==> config.mk <==
export PLATFORM = sky130hd
export DESIGN_NAME = nmqmb_slot_table
export DESIGN_NICKNAME = d
export VERILOG_FILES = /design/src/nmqmb_slot_table.sv
export SDC_FILE = /design/constraint.sdc
export NUM_CORES = 1
export LEC_CHECK = 0
export BUFFER_PORTS_ARGS = -buffer_cell sky130_fd_sc_hd__buf_2
export CAP_MARGIN = 30
export CORE_ASPECT_RATIO = 1.5
export CORE_MARGIN = 2
export CORE_UTILIZATION = 60
export DETAILED_ROUTE_END_ITERATION = 7
export PLACE_DENSITY = 0.87
export SLEW_MARGIN = 40
export SYNTH_ARGS = -nofsm -noshare
export SYNTH_HDL_FRONTEND = slang
export SYNTH_SLANG_ARGS = --single-unit
==> constraint.sdc <==
create_clock -name clk -period 8.1 [get_ports clk]
set_clock_uncertainty 0.05 [all_clocks]
set_input_delay 1.62 -clock clk [delete_from_list [all_inputs] [get_ports clk]]
set_output_delay 1.62 -clock clk [all_outputs]
set_load 0.005 [all_outputs]
==> src/nmqmb_slot_table.sv <==
// Destination slot table: used flags, stored names, name search and free-slot search.
`default_nettype none
module nmqmb_slot_table #(
  parameter int NUM_QUEUES = 8,
  parameter int NAME_BITS  = 64
) (
  input  wire logic                            clk,
  input  wire logic                            rst,
  input  wire logic [NAME_BITS-1:0]            name,
  input  wire logic                            claim,
  input  wire logic [$clog2(NUM_QUEUES)-1:0]   claim_slot,
  output logic      [NUM_QUEUES-1:0]           used,
  output logic                                 free_hit,
  output logic      [$clog2(NUM_QUEUES)-1:0]   free_slot,
  output logic                                 match_hit,
  output logic      [$clog2(NUM_QUEUES)-1:0]   match_slot,
  output logic      [$clog2(NUM_QUEUES+1)-1:0] count
);

  localparam int SLOT_W  = $clog2(NUM_QUEUES);
  localparam int COUNT_W = $clog2(NUM_QUEUES + 1);

  logic [NAME_BITS-1:0] name_table [NUM_QUEUES];

  // Used flags and the registered count are control state and reset.
  always_ff @(posedge clk) begin
    if (rst) begin
      used  <= '0;
      count <= '0;
    end else if (claim) begin
      used[claim_slot] <= 1'b1;
      count            <= count + COUNT_W'(1);
    end
  end

  // Names are only read for slots whose used flag is set.
  always_ff @(posedge clk) begin
    if (claim) begin
      name_table[claim_slot] <= name;
    end
  end

  // Priority searches: scanning downwards leaves the lowest hit in place.
  always_comb begin
    free_hit   = 1'b0;
    free_slot  = '0;
    match_hit  = 1'b0;
    match_slot = '0;
    for (int i = NUM_QUEUES - 1; i >= 0; i--) begin
      if (!used[i]) begin
        free_hit  = 1'b1;
        free_slot = SLOT_W'(i);
      end
      if (used[i] && (name_table[i] == name)) begin
        match_hit  = 1'b1;
        match_slot = SLOT_W'(i);
      end
    end
  end

endmodule
`default_nettype wire

==> flow_summary.yaml <==
power_and_ir_drop:
  p_sw_mw: 1.31
  p_leak_nw: 8.09
  internal_power_mw: 4.44
  clkPwrFrac_pct: 38.2
  p_seq_share_pct: 54.1
  comb_power_share_pct: 7.7
  p_per_area_mw_per_mm2: 233
  p_sw_share_pct: 22.8
  peakVddDrop_uv: 218
drt:
  wire_per_inst_um: 32.4
  drt_first_pass_iters: 5
  drc: 0
  wl_mm: 66.4
  via_per_inst: 6.37
  vias: 13100
  dr.first_iter.drc_count: 1504
  ant_nets: 0
logic_synthesis:
  synth_cells: 1428
  avgSynthCellArea_um2: 15.5
  netlist_area_mm2: 0.0221
  yosys_warnings: 0
  synth_edf_count: 512
  synth_nets: 1499
  seq_area_frac_synth_pct: 70.5
  async_reset_ff_share_pct: 0
  ys_ff_latch: 524
  synthFlopType: "edfxtp_1"
  yosys.cell_types.count: 49
run:
  maxCapViolCount: 0
sta:
  setup-violations-final: 0
  worst_slew_pin_slew_ns: 0.937
  min_period_over_period_pct: 81.4
  hold_viol: 0
  final_max_slew_viol_count: 0
  fmax_mhz: 152
  relSlewSlack_pct: 37.0
  fin_setup_tns_ns: 0
  period_minus_slack_ns: 6.60
  rsz0062_at_grt: "false"
floorplan:
  std_cell_rows: 86
  die_area_mm2: 0.0385
  fp.coreArea_mm2: 0.0366
  die_y_um: 239
  start_util_pct: 60.5
  die_x_um: 161
  io-pin-count: 90
clock_tree:
  cts_made_buffers: 47
  cts_root_buf: "clkbuf_16"
  cts_resized: 0
  clk_pin_slew_worst_paths_ns: 0.07
  cts_tree: "done"
  clock_path_buffers: 3
  cts_sinks: 524
  clock_latency_ns: 0.55
  post_cts_buffers: 0
  ctsHtreeMaxLevel: 2
  ctsHoldBuffers: 0
global_routing:
  grt-ovfl-total: 0
  antenna_found_initial: 0
  grt_pass1_vias: 12600
  grt_pass1_wl_mm: 92.6
  grtUsageTotal_pct: 34.8
  grt_start_max_net_pins: 66
setup_path:
  r2r-start: "count[0]"
  worstPathMaxFanout: 18
  startpoint_type: "input port"
  crit_start: "name[59]"
  critPathKind: "in2out"
  crit_arrival_ns: 4.93
  cp.required_ns: 6.43
  end_kind: "output port"
layout:
  drive_above_1_share_pct: 12.9
  fin_cells: 2050
  syn_to_final_growth_pct: 11.3
  antenna_cells: 0
  final_nets: 1600
placement:
  placed_cells: 1964
  gp_congestion: 0.952
  hpwl_mm: 44.7
  io_buffers: 89
worst_hold_path:
  min_from: "used[6]"
  holdCritPathClass: "reg2reg"
status:
  status: "complete, no violations"
==> area by class of cell <==
class,count,area [um2]
Clock buffer,69,1360
Multi-Input combinational cell,766,5950
Fill cell,2511,12000
Tap cell,484,606
Timing Repair Buffer,117,686
Sequential cell,524,15600
Clock inverter,17,134
Inverter,73,274
==> registers in the layout (all words and copies together), names as in the netlist <==
name	flops
count	4
name_table	512
used	8
==> cells by family (layout without fill, tap and decap cells) <==
kind of cell	after synthesis	in the layout	synth area share (%)
DFF	524	524	70.5
xor gates and xnor gates	417	417	16.5
and+or+nand+nor	241	241	6.19
buffers and inverters	138	276	2.96
AOI/OAI and AO/OA	106	106	3.70
adders and majority gates	1	1	0.0565
muxes	1	1	0.0452
==> final timing paths <==
kind	end	slack [ns]	cells past startpoint
worst min-delay path	used[6]	0.49	2
worst max-delay path	match_slot[0]	1.50	10
worst min register to register	used[6]	0.49	2
worst max register to register	count[1]	7.08	3
==> worst max-delay path, stage by stage <==
cell	delay (ns)
buf_2	0.47
xnor2_1	0.19
nand4_1	0.32
nor4_1	0.83
nand4_1	0.20
nor4_1	0.68
o21ba_1	0.23
o2bb2ai_1	0.09
a21boi_1	0.16
buf_2	0.12
==> cell usage after synthesis, drive strengths merged, types with 2 or more instances <==
library cell | n | area share (%)
buf | 46 | 1.4
and4 | 2 | 0.079
o221ai | 6 | 0.24
a222oi | 5 | 0.23
o22ai | 26 | 0.73
o2111ai | 6 | 0.24
dfxtp | 12 | 1.1
inv | 73 | 1.2
a21oi | 4 | 0.090
or3 | 2 | 0.057
or2b | 2 | 0.068
edfxtp | 512 | 69
xnor2 | 232 | 9.2
a221o | 3 | 0.14
clkbuf | 19 | 0.32
nor3 | 10 | 0.23
nand2 | 20 | 0.34
nor2 | 34 | 0.58
xor2 | 185 | 7.3
nand4 | 69 | 2.0
a2bb2oi | 3 | 0.12
a22oi | 12 | 0.41
nor4 | 65 | 1.9
a22o | 2 | 0.079
nand2b | 15 | 0.42
o2bb2ai | 13 | 0.51
o21ai | 6 | 0.14
nand3 | 14 | 0.32
or4 | 4 | 0.15
a21boi | 2 | 0.068
a221oi | 12 | 0.47
==> routing by layer <==
metal  vias to the layer above  share of wire (%)  track usage (%)
met5                         -                  0                0
met4                         0                5.5             16.6
met3                       144                6.9             4.19
met2                       681                 50             59.2
met1                      6750                 38             45.1
li1                       5481                  -                -
==> power groups by stage <==
stage               clock network (mW)  registers, mW  logic, mW
floorplan                            0           3.16      0.243
global placement                     0           3.16      0.429
detailed placement                   0           3.17      0.438
CTS                               2.21           3.11      0.441
global route                      2.30           3.12      0.463
finish                            2.19           3.11      0.443
==> cell usage in the layout, fill, tap and decap left out, types with 3 or more instances in the layout <==
cell type,count
o2111ai_1,6
o2bb2ai_1,13
a222oi_1,5
clkbuf_16,49
dfxtp_1,12
clkinv_2,8
nor3_1,8
or4_1,3
xnor2_1,232
nand2_1,20
a221o_1,3
buf_2,89
o21ai_0,6
nor2_4,6
xor2_1,185
buf_6,8
a221oi_1,12
a21oi_1,4
clkinv_1,6
buf_4,20
nand3_1,14
edfxtp_1,512
nand4_1,69
nor4_1,59
o221ai_1,6
a22oi_1,12
o22ai_1,26
inv_1,71
nand2b_1,15
a2bb2oi_1,3
clkbuf_8,6
nor4_2,6
clkbuf_1,14
nor2_1,28
==> per-stage QoR <==
| step | hold slack [ns] | instance area [um2] | total power [mW] | util (%) | worst slack, ns |
|---|---|---|---|---|---|
| global route | 0.502 | 24600 | 5.88 | 67.3 | 1.54 |
| finish | 0.485 | 24600 | 5.75 | 67.3 | 1.50 |
| CTS | 0.483 | 24600 | 5.76 | 67.3 | 1.70 |
| global placement | 0.439 | 23100 | 3.59 | 63.1 | 1.61 |
| detailed placement | 0.471 | 23100 | 3.61 | 63.2 | 1.72 |
| floorplan | 0.452 | 22100 | 3.41 | - | 1.28 |
Power figures use the tool's default switching activity.
